File: src/rtl/lbfm_pkg.sv
// Shared types and constants for the LRU buffer frame manager.
// Request codes, field widths and the controller/datapath command and status groups.
`timescale 1ns / 1ps

package lbfm_pkg;

   localparam int REQ_KIND_W  = 3;
   localparam int PAGE_W      = 16;
   localparam int FRAME_W     = 4;
   localparam int TOTAL_W     = 32;
   localparam int FIX_W       = 8;
   localparam int MAX_RESULTS = 16;
   localparam int LIST_CNT_W  = $clog2(MAX_RESULTS + 1);
   localparam int REQ_DATA_W  = 24;

   localparam logic [REQ_KIND_W-1:0] REQ_FIX       = 3'd0;
   localparam logic [REQ_KIND_W-1:0] REQ_UNFIX     = 3'd1;
   localparam logic [REQ_KIND_W-1:0] REQ_SET_DIRTY = 3'd2;
   localparam logic [REQ_KIND_W-1:0] REQ_CLR_DIRTY = 3'd3;
   localparam logic [REQ_KIND_W-1:0] REQ_FLUSH     = 3'd4;

   // Result beat payload, first member in the highest bits.
   typedef struct packed {
      logic [TOTAL_W-1:0] writeback_total;
      logic [TOTAL_W-1:0] miss_total;
      logic [TOTAL_W-1:0] hit_total;
      logic               error;
      logic               needs_writeback;
      logic [PAGE_W-1:0]  victim_page;
      logic               evicted;
      logic               was_hit;
      logic [FRAME_W-1:0] frame_index;
   } rsp_type;

   localparam int RSP_DATA_W = $bits(rsp_type);

   typedef struct packed {
      logic load;        // capture the accepted request, clear scan results
      logic scan;        // the read issued this cycle belongs to a lookup scan
      logic exec;        // finish a single-result request and emit its beat
      logic list_emit;   // emit the dirty frame under the read pointer
      logic empty_emit;  // emit the lone beat of a flush with nothing dirty
   } cmd_type;

   typedef struct packed {
      logic out_free;    // output register can take a beat this cycle
      logic dirty_here;  // frame under the read pointer is valid and dirty
      logic list_last;   // that frame is the final one to be listed
   } status_type;

   function automatic logic [TOTAL_W-1:0] sat_inc(input logic [TOTAL_W-1:0] v);
      sat_inc = (v == '1) ? v : v + TOTAL_W'(1);
   endfunction

endpackage

File: src/rtl/lbfm_datapath.sv
// Datapath of the LRU buffer frame manager: frame memories, valid/dirty bits,
// scan trackers, totals and the result output register. Uses lbfm_pkg.
`timescale 1ns / 1ps

module lbfm_datapath import lbfm_pkg::*; #(
   parameter int FRAMES     = 16,
   parameter int PAGE_BITS  = 16,
   parameter int STAMP_BITS = 32
) (
   input  logic                            clock,
   input  logic                            reset,
   input  logic [REQ_KIND_W-1:0]           req_kind,
   input  logic [PAGE_W-1:0]               req_page,
   input  logic [FRAME_W-1:0]              req_frame,
   input  cmd_type                         cmd,
   input  logic [$clog2(FRAMES)-1:0]       scan_addr,
   output status_type                      status,
   output logic                            rsp_tvalid,
   input  logic                            rsp_tready,
   output rsp_type                         rsp_data,
   output logic                            rsp_last
);

   localparam int FIDX  = $clog2(FRAMES);
   localparam int TAG_W = (PAGE_BITS < PAGE_W) ? PAGE_BITS : PAGE_W;
   // one bit above both the frame field and the index so FRAMES itself fits
   localparam int FN_W  = ((FIDX > FRAME_W) ? FIDX : FRAME_W) + 1;

   // frame memories, written only when a frame is filled or touched
   logic [TAG_W-1:0]      tag_mem   [FRAMES];
   logic [FIX_W-1:0]      fix_mem   [FRAMES];
   logic [STAMP_BITS-1:0] stamp_mem [FRAMES];

   logic [TAG_W-1:0]      tag_rd_ff;
   logic [FIX_W-1:0]      fix_rd_ff;
   logic [STAMP_BITS-1:0] stamp_rd_ff;
   logic [FIDX-1:0]       rd_idx_ff;
   logic                  live_ff, live_in;

   logic [REQ_KIND_W-1:0] kind_ff, kind_in;
   logic [TAG_W-1:0]      tag_ff, tag_in;
   logic [FRAME_W-1:0]    fn_ff, fn_in;

   logic                  match_found_ff, match_found_in;
   logic [FIDX-1:0]       match_idx_ff, match_idx_in;
   logic [FIX_W-1:0]      match_fix_ff, match_fix_in;
   logic                  free_found_ff, free_found_in;
   logic [FIDX-1:0]       free_idx_ff, free_idx_in;
   logic                  best_found_ff, best_found_in;
   logic [FIDX-1:0]       best_idx_ff, best_idx_in;
   logic [STAMP_BITS-1:0] best_age_ff, best_age_in;
   logic [TAG_W-1:0]      best_tag_ff, best_tag_in;

   logic [FRAMES-1:0]     valid_ff, valid_in;
   logic [FRAMES-1:0]     dirty_ff, dirty_in;
   logic [STAMP_BITS-1:0] stamp_cnt_ff, stamp_cnt_in;
   logic [TOTAL_W-1:0]    hit_ff, hit_in;
   logic [TOTAL_W-1:0]    miss_ff, miss_in;
   logic [TOTAL_W-1:0]    wb_ff, wb_in;
   logic [LIST_CNT_W-1:0] list_cnt_ff, list_cnt_in;

   logic                  rsp_valid_ff, rsp_valid_in;
   rsp_type               rsp_ff, rsp_in;
   logic                  last_ff, last_in;

   logic                  wr_fs, wr_tag;
   logic [FIDX-1:0]       wr_idx;
   logic [FIX_W-1:0]      wr_fix;
   logic [STAMP_BITS-1:0] age;
   logic [FIDX-1:0]       miss_idx;
   logic [FN_W-1:0]       fn_wide;
   logic [FIDX-1:0]       fn_idx;
   logic                  fn_ok;
   logic [FRAMES-1:0]     above;
   logic                  more_dirty;
   logic                  emit;

   assign age      = stamp_cnt_ff - stamp_rd_ff;
   assign miss_idx = free_found_ff ? free_idx_ff : best_idx_ff;
   assign fn_wide  = FN_W'(fn_ff);
   assign fn_idx   = FIDX'(fn_wide);
   assign fn_ok    = (fn_wide < FN_W'(FRAMES)) && valid_ff[fn_idx];

   always_comb begin
      for (int j = 0; j < FRAMES; j++) begin
         above[j] = (FIDX'(j) > rd_idx_ff);
      end
   end

   assign more_dirty        = |(valid_ff & dirty_ff & above);
   assign status.dirty_here = valid_ff[rd_idx_ff] & dirty_ff[rd_idx_ff];
   assign status.list_last  = (list_cnt_ff == LIST_CNT_W'(MAX_RESULTS - 1)) || !more_dirty;
   assign status.out_free   = !rsp_valid_ff || rsp_tready;
   assign emit              = cmd.exec | cmd.list_emit | cmd.empty_emit;

   always_comb begin
      live_in        = cmd.scan;
      kind_in        = kind_ff;
      tag_in         = tag_ff;
      fn_in          = fn_ff;
      match_found_in = match_found_ff;
      match_idx_in   = match_idx_ff;
      match_fix_in   = match_fix_ff;
      free_found_in  = free_found_ff;
      free_idx_in    = free_idx_ff;
      best_found_in  = best_found_ff;
      best_idx_in    = best_idx_ff;
      best_age_in    = best_age_ff;
      best_tag_in    = best_tag_ff;
      valid_in       = valid_ff;
      dirty_in       = dirty_ff;
      stamp_cnt_in   = stamp_cnt_ff;
      hit_in         = hit_ff;
      miss_in        = miss_ff;
      wb_in          = wb_ff;
      list_cnt_in    = list_cnt_ff;
      wr_fs          = 1'b0;
      wr_tag         = 1'b0;
      wr_idx         = match_idx_ff;
      wr_fix         = match_fix_ff;
      rsp_in         = '0;
      last_in        = 1'b1;

      if (cmd.load) begin
         kind_in        = req_kind;
         tag_in         = req_page[TAG_W-1:0];
         fn_in          = req_frame;
         match_found_in = 1'b0;
         free_found_in  = 1'b0;
         best_found_in  = 1'b0;
         list_cnt_in    = '0;
      end

      // evaluate the frame read in the previous cycle
      if (live_ff) begin
         if (valid_ff[rd_idx_ff]) begin
            if (!match_found_ff && tag_rd_ff == tag_ff) begin
               match_found_in = 1'b1;
               match_idx_in   = rd_idx_ff;
               match_fix_in   = fix_rd_ff;
            end
            if (!best_found_ff || age > best_age_ff) begin
               best_found_in = 1'b1;
               best_idx_in   = rd_idx_ff;
               best_age_in   = age;
               best_tag_in   = tag_rd_ff;
            end
         end else if (!free_found_ff) begin
            free_found_in = 1'b1;
            free_idx_in   = rd_idx_ff;
         end
      end

      if (cmd.exec) begin
         unique case (kind_ff)
            REQ_FIX: begin
               wr_fs        = 1'b1;
               stamp_cnt_in = stamp_cnt_ff + STAMP_BITS'(1);
               if (match_found_ff) begin
                  wr_fix             = (match_fix_ff == '1) ? match_fix_ff
                                                           : match_fix_ff + FIX_W'(1);
                  hit_in             = sat_inc(hit_ff);
                  rsp_in.frame_index = FRAME_W'(match_idx_ff);
                  rsp_in.was_hit     = 1'b1;
               end else begin
                  wr_tag             = 1'b1;
                  wr_idx             = miss_idx;
                  wr_fix             = FIX_W'(1);
                  miss_in            = sat_inc(miss_ff);
                  valid_in[miss_idx] = 1'b1;
                  dirty_in[miss_idx] = 1'b0;
                  rsp_in.frame_index = FRAME_W'(miss_idx);
                  if (!free_found_ff) begin
                     rsp_in.evicted     = 1'b1;
                     rsp_in.victim_page = PAGE_W'(best_tag_ff);
                     if (dirty_ff[best_idx_ff]) begin
                        rsp_in.needs_writeback = 1'b1;
                        wb_in                  = sat_inc(wb_ff);
                     end
                  end
               end
            end
            REQ_UNFIX: begin
               if (match_found_ff) begin
                  wr_fs              = 1'b1;
                  wr_fix             = (match_fix_ff == '0) ? match_fix_ff
                                                           : match_fix_ff - FIX_W'(1);
                  stamp_cnt_in       = stamp_cnt_ff + STAMP_BITS'(1);
                  rsp_in.frame_index = FRAME_W'(match_idx_ff);
               end else begin
                  rsp_in.error = 1'b1;
               end
            end
            REQ_SET_DIRTY, REQ_CLR_DIRTY: begin
               rsp_in.frame_index = fn_ff;
               if (fn_ok) begin
                  dirty_in[fn_idx] = (kind_ff == REQ_SET_DIRTY);
               end else begin
                  rsp_in.error = 1'b1;
               end
            end
            default: begin
               rsp_in.error = 1'b1;
            end
         endcase
      end

      if (cmd.list_emit) begin
         wb_in                  = sat_inc(wb_ff);
         list_cnt_in            = list_cnt_ff + LIST_CNT_W'(1);
         rsp_in.frame_index     = FRAME_W'(rd_idx_ff);
         rsp_in.victim_page     = PAGE_W'(tag_rd_ff);
         rsp_in.needs_writeback = 1'b1;
         last_in                = status.list_last;
      end

      rsp_in.hit_total       = hit_in;
      rsp_in.miss_total      = miss_in;
      rsp_in.writeback_total = wb_in;

      if (emit) begin
         rsp_valid_in = 1'b1;
      end else if (rsp_tready) begin
         rsp_valid_in = 1'b0;
      end else begin
         rsp_valid_in = rsp_valid_ff;
      end
   end

   always_ff @(posedge clock) begin
      if (reset) begin
         live_ff        <= 1'b0;
         match_found_ff <= 1'b0;
         free_found_ff  <= 1'b0;
         best_found_ff  <= 1'b0;
         valid_ff       <= '0;
         dirty_ff       <= '0;
         stamp_cnt_ff   <= '0;
         hit_ff         <= '0;
         miss_ff        <= '0;
         wb_ff          <= '0;
         list_cnt_ff    <= '0;
         rsp_valid_ff   <= 1'b0;
      end else begin
         live_ff        <= live_in;
         match_found_ff <= match_found_in;
         free_found_ff  <= free_found_in;
         best_found_ff  <= best_found_in;
         valid_ff       <= valid_in;
         dirty_ff       <= dirty_in;
         stamp_cnt_ff   <= stamp_cnt_in;
         hit_ff         <= hit_in;
         miss_ff        <= miss_in;
         wb_ff          <= wb_in;
         list_cnt_ff    <= list_cnt_in;
         rsp_valid_ff   <= rsp_valid_in;
      end
   end

   always_ff @(posedge clock) begin
      kind_ff      <= kind_in;
      tag_ff       <= tag_in;
      fn_ff        <= fn_in;
      match_idx_ff <= match_idx_in;
      match_fix_ff <= match_fix_in;
      free_idx_ff  <= free_idx_in;
      best_idx_ff  <= best_idx_in;
      best_age_ff  <= best_age_in;
      best_tag_ff  <= best_tag_in;
      rd_idx_ff    <= scan_addr;
      if (emit) begin
         rsp_ff  <= rsp_in;
         last_ff <= last_in;
      end
   end

   // frame memories: one write port, one registered read port
   always_ff @(posedge clock) begin
      if (wr_fs) begin
         fix_mem[wr_idx]   <= wr_fix;
         stamp_mem[wr_idx] <= stamp_cnt_ff;
      end
      if (wr_tag) begin
         tag_mem[wr_idx] <= tag_ff;
      end
      tag_rd_ff   <= tag_mem[scan_addr];
      fix_rd_ff   <= fix_mem[scan_addr];
      stamp_rd_ff <= stamp_mem[scan_addr];
   end

   assign rsp_tvalid = rsp_valid_ff;
   assign rsp_data   = rsp_ff;
   assign rsp_last   = last_ff;

endmodule

File: src/rtl/lbfm_control.sv
// Controller of the LRU buffer frame manager: request sequencing and frame pointer.
// Drives lbfm_datapath through cmd_type and reads status_type from lbfm_pkg.
`timescale 1ns / 1ps

module lbfm_control import lbfm_pkg::*; #(
   parameter int FRAMES = 16
) (
   input  logic                      clock,
   input  logic                      reset,
   input  logic                      req_tvalid,
   output logic                      req_tready,
   input  logic [REQ_KIND_W-1:0]     req_kind,
   input  status_type                status,
   output cmd_type                   cmd,
   output logic [$clog2(FRAMES)-1:0] scan_addr
);

   localparam int FIDX = $clog2(FRAMES);

   localparam logic [2:0] ST_IDLE    = 3'd0;
   localparam logic [2:0] ST_SCAN    = 3'd1;
   localparam logic [2:0] ST_DRAIN   = 3'd2;
   localparam logic [2:0] ST_EXEC    = 3'd3;
   localparam logic [2:0] ST_LIST_RD = 3'd4;
   localparam logic [2:0] ST_LIST_CK = 3'd5;
   localparam logic [2:0] ST_EMPTY   = 3'd6;

   logic [2:0]      state_ff, state_in;
   logic [FIDX-1:0] ptr_ff, ptr_in;
   logic            at_end;

   assign at_end     = (ptr_ff == FIDX'(FRAMES - 1));
   assign req_tready = (state_ff == ST_IDLE);
   assign scan_addr  = ptr_ff;

   always_comb begin
      state_in = state_ff;
      ptr_in   = ptr_ff;
      cmd      = '0;
      unique case (state_ff)
         ST_IDLE: begin
            if (req_tvalid) begin
               cmd.load = 1'b1;
               ptr_in   = '0;
               priority if (req_kind == REQ_FIX || req_kind == REQ_UNFIX) begin
                  state_in = ST_SCAN;
               end else if (req_kind == REQ_FLUSH) begin
                  state_in = ST_LIST_RD;
               end else begin
                  state_in = ST_EXEC;
               end
            end
         end
         ST_SCAN: begin
            cmd.scan = 1'b1;
            if (at_end) begin
               state_in = ST_DRAIN;
            end else begin
               ptr_in = ptr_ff + FIDX'(1);
            end
         end
         ST_DRAIN: begin
            state_in = ST_EXEC;
         end
         ST_EXEC: begin
            if (status.out_free) begin
               cmd.exec = 1'b1;
               state_in = ST_IDLE;
            end
         end
         ST_LIST_RD: begin
            state_in = ST_LIST_CK;
         end
         ST_LIST_CK: begin
            if (status.dirty_here) begin
               if (status.out_free) begin
                  cmd.list_emit = 1'b1;
                  if (status.list_last) begin
                     state_in = ST_IDLE;
                  end else begin
                     ptr_in   = ptr_ff + FIDX'(1);
                     state_in = ST_LIST_RD;
                  end
               end
            end else if (at_end) begin
               state_in = ST_EMPTY;
            end else begin
               ptr_in   = ptr_ff + FIDX'(1);
               state_in = ST_LIST_RD;
            end
         end
         ST_EMPTY: begin
            if (status.out_free) begin
               cmd.empty_emit = 1'b1;
               state_in       = ST_IDLE;
            end
         end
         default: begin
            state_in = ST_IDLE;
         end
      endcase
   end

   always_ff @(posedge clock) begin
      if (reset) begin
         state_ff <= ST_IDLE;
         ptr_ff   <= '0;
      end else begin
         state_ff <= state_in;
         ptr_ff   <= ptr_in;
      end
   end

endmodule

File: src/rtl/lru_buffer_frame_manager.sv
// Top level of the LRU buffer frame manager: stream ports, controller and datapath.
// Depends on lbfm_pkg, lbfm_control and lbfm_datapath.
//
//   channel | dir | tvalid/tready          | payload
//   --------+-----+------------------------+--------------------------------------
//   req     | in  | req_tvalid/req_tready  | req_tuser kind, req_tdata page+frame
//   rsp     | out | rsp_tvalid/rsp_tready  | rsp_tdata result+totals, rsp_tlast
//
// One request is worked at a time. Fix and unfix walk every frame through the
// single read port of the frame memories, one frame a cycle, then execute once
// the output register is free. Set and clear dirty go from accept straight to
// execute. A flush visits frames in turn, a read state then a check state for
// each, gives one empty beat if nothing is dirty and waits on a stalled rsp side.
// Reset is synchronous and clears all frames to empty; no clearing pass runs.
// A finished beat sits in the output register; the next request is accepted
// while it waits, and a stalled rsp side holds the controller before its emit.
`timescale 1ns / 1ps

module lru_buffer_frame_manager import lbfm_pkg::*; #(
   parameter int FRAMES     = 16,
   parameter int PAGE_BITS  = 16,
   parameter int STAMP_BITS = 32
) (
   input  logic                  clock,
   input  logic                  reset,
   input  logic                  req_tvalid,
   output logic                  req_tready,
   // page_number [15:0], frame_number [19:16], zero [23:20]
   input  logic [REQ_DATA_W-1:0] req_tdata,
   // req_type [2:0]
   input  logic [REQ_KIND_W-1:0] req_tuser,
   output logic                  rsp_tvalid,
   input  logic                  rsp_tready,
   // frame_index [3:0], was_hit [4], evicted [5], victim_page [21:6],
   // needs_writeback [22], error [23], hit_total [55:24], miss_total [87:56],
   // writeback_total [119:88]
   output logic [RSP_DATA_W-1:0] rsp_tdata,
   output logic                  rsp_tlast
);

   localparam int FIDX = $clog2(FRAMES);

   cmd_type         cmd;
   status_type      status;
   logic [FIDX-1:0] scan_addr;
   rsp_type         rsp_data;
   logic            rsp_last;

   lbfm_control #(
      .FRAMES (FRAMES)
   ) u_control (
      .clock      (clock),
      .reset      (reset),
      .req_tvalid (req_tvalid),
      .req_tready (req_tready),
      .req_kind   (req_tuser),
      .status     (status),
      .cmd        (cmd),
      .scan_addr  (scan_addr)
   );

   // hold the frame state, walk the memories and build each result beat
   lbfm_datapath #(
      .FRAMES     (FRAMES),
      .PAGE_BITS  (PAGE_BITS),
      .STAMP_BITS (STAMP_BITS)
   ) u_datapath (
      .clock      (clock),
      .reset      (reset),
      .req_kind   (req_tuser),
      .req_page   (req_tdata[PAGE_W-1:0]),
      .req_frame  (req_tdata[PAGE_W+FRAME_W-1:PAGE_W]),
      .cmd        (cmd),
      .scan_addr  (scan_addr),
      .status     (status),
      .rsp_tvalid (rsp_tvalid),
      .rsp_tready (rsp_tready),
      .rsp_data   (rsp_data),
      .rsp_last   (rsp_last)
   );

   assign rsp_tdata = rsp_data;
   assign rsp_tlast = rsp_last;

   // an accepted beat always leaves the controller out of idle in the next cycle
   a_busy_after_accept: assert property (@(posedge clock) disable iff (reset)
      (req_tvalid && req_tready) |=> !req_tready)
      else $error("request accepted twice in a row");

   // a beat is only emitted into a free output register
   a_emit_into_free: assert property (@(posedge clock) disable iff (reset)
      (cmd.exec || cmd.list_emit || cmd.empty_emit) |-> (!rsp_tvalid || rsp_tready))
      else $error("result emitted over a waiting beat");

   // capture and emit never coincide, and at most one emit kind fires
   a_one_command: assert property (@(posedge clock) disable iff (reset)
      $onehot0({cmd.load, cmd.exec, cmd.list_emit, cmd.empty_emit}))
      else $error("conflicting controller commands");

   // an exec or empty-flush emit returns the controller to idle
   a_emit_then_idle: assert property (@(posedge clock) disable iff (reset)
      (cmd.exec || cmd.empty_emit) |=> req_tready)
      else $error("controller did not return to idle after final beat");

endmodule

File: config.mk
export PLATFORM = sky130hd
export DESIGN_NAME = lru_buffer_frame_manager
export DESIGN_NICKNAME = d
export VERILOG_FILES = /design/src/rtl/lbfm_pkg.sv /design/src/rtl/lbfm_datapath.sv /design/src/rtl/lbfm_control.sv /design/src/rtl/lru_buffer_frame_manager.sv
export SDC_FILE = /design/constraint.sdc
export NUM_CORES = 2
export LEC_CHECK = 0
export BUFFER_PORTS_ARGS = -buffer_cell sky130_fd_sc_hd__buf_2
export CORE_MARGIN = 2
export CORE_UTILIZATION = 55
export DETAILED_ROUTE_END_ITERATION = 16
export PLACE_DENSITY_LB_ADDON = 0.05
export SYNTH_ARGS = -nofsm -noshare
export SYNTH_HDL_FRONTEND = slang
export SYNTH_HIERARCHICAL = 1
export SYNTH_SLANG_ARGS = --single-unit
File: constraint.sdc
create_clock -name clock -period 7.35 [get_ports clock]
set_input_delay 0 -clock clock [delete_from_list [all_inputs] [get_ports clock]]
set_output_delay 0 -clock clock [all_outputs]
set_load 0.01 [all_outputs]
==> qor.txt <==
# DRC - 0
most common cell after layout, fill and taps aside - edfxtp_1
IO Count - 154
Final Hold Fails - 0
largest net degree at the start of global routing - 122
max incr delay on CP - 980 ps
unrepaired setup endpoints after global routing - false
kind of critical path - flop to flop
first-pass GRT wire length - 161 mm
Worst Path Max Fanout - 33
Total GRT Usage - 23.7%
Seq pwr share - 51.3%
post-synthesis cell area - 0.0483 mm²
root buf cell - clkbuf_16
crit share post-route - 87.6%
max-cap violations - 0
clock share of power - 37.7%
Clock Skew - 27.1 ps
Netlist cell types - 93
#FFs+latches synth - 1201
Slew @ Worst Pin - 1180 ps
Core Area - 0.0869 mm²
Synth Area per Inst - 16.7 µm²
worst hold path type - input pin to flop
Initial Util - 55.6%
EDFF count, synth - 972
Iter 0 DRT Violations - 2263
CP Capture Type - flop
Final Util - 63.1%
Synth Area in Adders - 1.85%
CP top delay family - compound AO/OA/AOI/OAI gates
Cells after Synth - 2899
Combinational Power Share - 11.0%
Area growth, synth to finish - 13.4%
via count - 26446
Routability Congestion - 0.879
Post-Synth XOR/XNOR Area - 2.91%
initial antenna violation count - 0
syn nets - 3001
ant diodes - 0
CP cell instances - inv_1 -> ha_1 -> inv_1 -> fa_1 -> a21o_1 -> a311o_1 -> a31oi_1 -> o31ai_1 -> o311a_1 -> o21ai_0 -> or3_1 -> o221ai_1 -> ha_1 -> a21o_1 -> a21oi_1 -> o21ai_0 -> a21oi_1 -> nor2_1 -> a41oi_1 -> a21oi_4 -> buf_4
Die Footprint - 0.0903 mm²
Final setup viols - 0
max_slew headroom - 20.3%
Yosys warning count - 6
static leakage power - 19.6 nW
detailed-placement wirelength estimate - 62.6 mm
1st-pass router iterations - 5
outcome - completed
share of cells above drive strength 1 - 21.2%
clock buffer depth - 3
CP Launch Type - flop
Port Buffers - 149
Max stage delay cell, worst path - a21oi_4
Seq/Total Area, Yosys - 69.9%
Setup TNS - 0 ps
Tmin final - 6440 ps
Final #Nets - 3247
Worst-path clk slew - 60 ps
vias in the first global route - 26593
ys async rst share - 0%
compound-gate portion of the synthesized area - 4.22%
Worst Path Arrival - 6790 ps
vias per cell - 6.01
clock buffer count from CTS - 116
Final Max Slew Viols - 0
PwrDens - 278 mW/mm²
total gr overflow - 0
clk_lat worst skew - 700 ps
CTS tree - built
Worst VDD drop - 235 µV
post-synthesis mux area share - 12.3%
CP required - 7700 ps
fmax - 155 MHz
Psw - 3.62 mW
clock sink count - 1201
H-tree level count - 3
Top FF cell, synth - edfxtp_1
Horiz. Die Dim - 300 µm
internal power - 11.6 mW
post-route ant nets - 0
most frequent cells in the layout - edfxtp_1 (972), mux4_2 (260), dfxtp_1 (225), buf_2 (148), nand2_1 (146)
Synth Area in Simple Gates - 7.21%
switching share of power - 23.7%
worst path bufs/invs - 3
std cell rows - 108
final WL - 106 mm
main combinational cell family by area after synthesis - multiplexers
average wire per standard cell - 24.2 µm
Die Y - 300 µm
area by class of cell:
type | instances | area, µm²
clock inverters | 52 | 479
inverters | 97 | 367
multi-input cells | 1491 | 13900
well taps | 1155 | 1450
repair buffers | 238 | 1530
fillers | 6229 | 32100
flip-flops and latches | 1201 | 33800
clock buffers | 167 | 3250
logic make-up after synthesis:
kind of cell	Yosys count
mux	268
compound gates	315
fa+ha+maj	71
simple gates	677
xor+xnor	160
buf+inv	207
flops	1201
repair_timing:
action / 4_1_cts / 5_1_grt
hold endpoints to repair: 108 / 0
gates resized for setup: 0 / 0
hold buffers: 39 / 0
buffers inserted: 0 / 0
cells in the mapped netlist (all sizes together) (6+ instances only):
master	n	area share [%]
edfxtp	972	60
mux4	260	12
dfxtp	229	9.5
nor2	157	1.2
nand2	146	1.1
nor2b	110	1.4
inv	97	0.75
a21oi	93	0.97
xnor2	89	1.6
clkbuf	86	0.67
o21ai	85	0.89
xor2	71	1.3
ha	70	1.8
nand3	61	0.64
nand4	44	0.57
nor3	32	0.37
a21o	29	0.47
and3	29	0.38
nand2b	26	0.34
buf	24	0.21
a31oi	18	0.26
or3	14	0.18
nor4	13	0.19
o21a	13	0.20
a32oi	12	0.22
and2	10	0.13
nor3b	9	0.15
and4	8	0.14
a22oi	7	0.11
or2	7	0.091
a211oi	6	0.093
sequential cells by signal, indices dropped and copies added (netlist names), 32 cells and up:
name / cells
u_datapath/best_age_ff: 32
u_datapath/hit_ff: 32
u_datapath/miss_ff: 32
u_datapath/rsp_data: 120
u_datapath/stamp_cnt_ff: 32
u_datapath/stamp_mem: 512
u_datapath/stamp_rd_ff: 32
u_datapath/tag_mem: 256
u_datapath/wb_ff: 32
metal layers:
layer	vias up	track usage [%]	part of all wire (%)
li1	11776	-	-
met1	13680	33.3	43
met2	815	39.6	49
met3	175	2.70	5.2
met4	0	6.61	2.5
met5	-	0	0
path summary, 6_finish.rpt:
path,startpoint,end,slack [ps],cells past startpoint
setup / recovery,u_datapath/stamp_cnt_ff[0],u_datapath/best_tag_ff[11],910,21
hold / removal,req_tdata[18],u_datapath/fn_ff[2],60,2
setup reg to reg,u_datapath/stamp_cnt_ff[0],u_datapath/best_tag_ff[11],910,21
hold reg to reg,u_datapath/tag_rd_ff[7],u_datapath/best_tag_ff[7],480,0
power groups by stage:
stage | clock network (mW) | logic, mW | registers [mW]
2_1_floorplan | 0 | 1.31 | 7.85
3_3_place_gp | 0 | 1.64 | 7.95
3_5_place_dp | 0 | 1.67 | 7.96
4_1_cts | 5.86 | 1.70 | 7.82
5_1_grt | 6.12 | 1.82 | 7.84
6_report | 5.74 | 1.67 | 7.82
stage by stage:
| step | hold slack [ps] | instance area (µm²) | cells | worst slack (ps) | total power, mW |
|---|---|---|---|---|---|
| 3_3_place_gp | 176 | 50700 | 4143 | 973 | 9.59 |
| 3_5_place_dp | 178 | 50700 | 4143 | 942 | 9.63 |
| 5_1_grt | 31.6 | 54800 | 4401 | 481 | 15.8 |
| 4_1_cts | 15.5 | 54800 | 4401 | 889 | 15.4 |
| 2_1_floorplan | 77.5 | 48300 | 2899 | 612 | 9.16 |
| 6_report | 57.9 | 54800 | 4401 | 914 | 15.2 |
No activity file was read; power rests on OpenSTA's default activity.
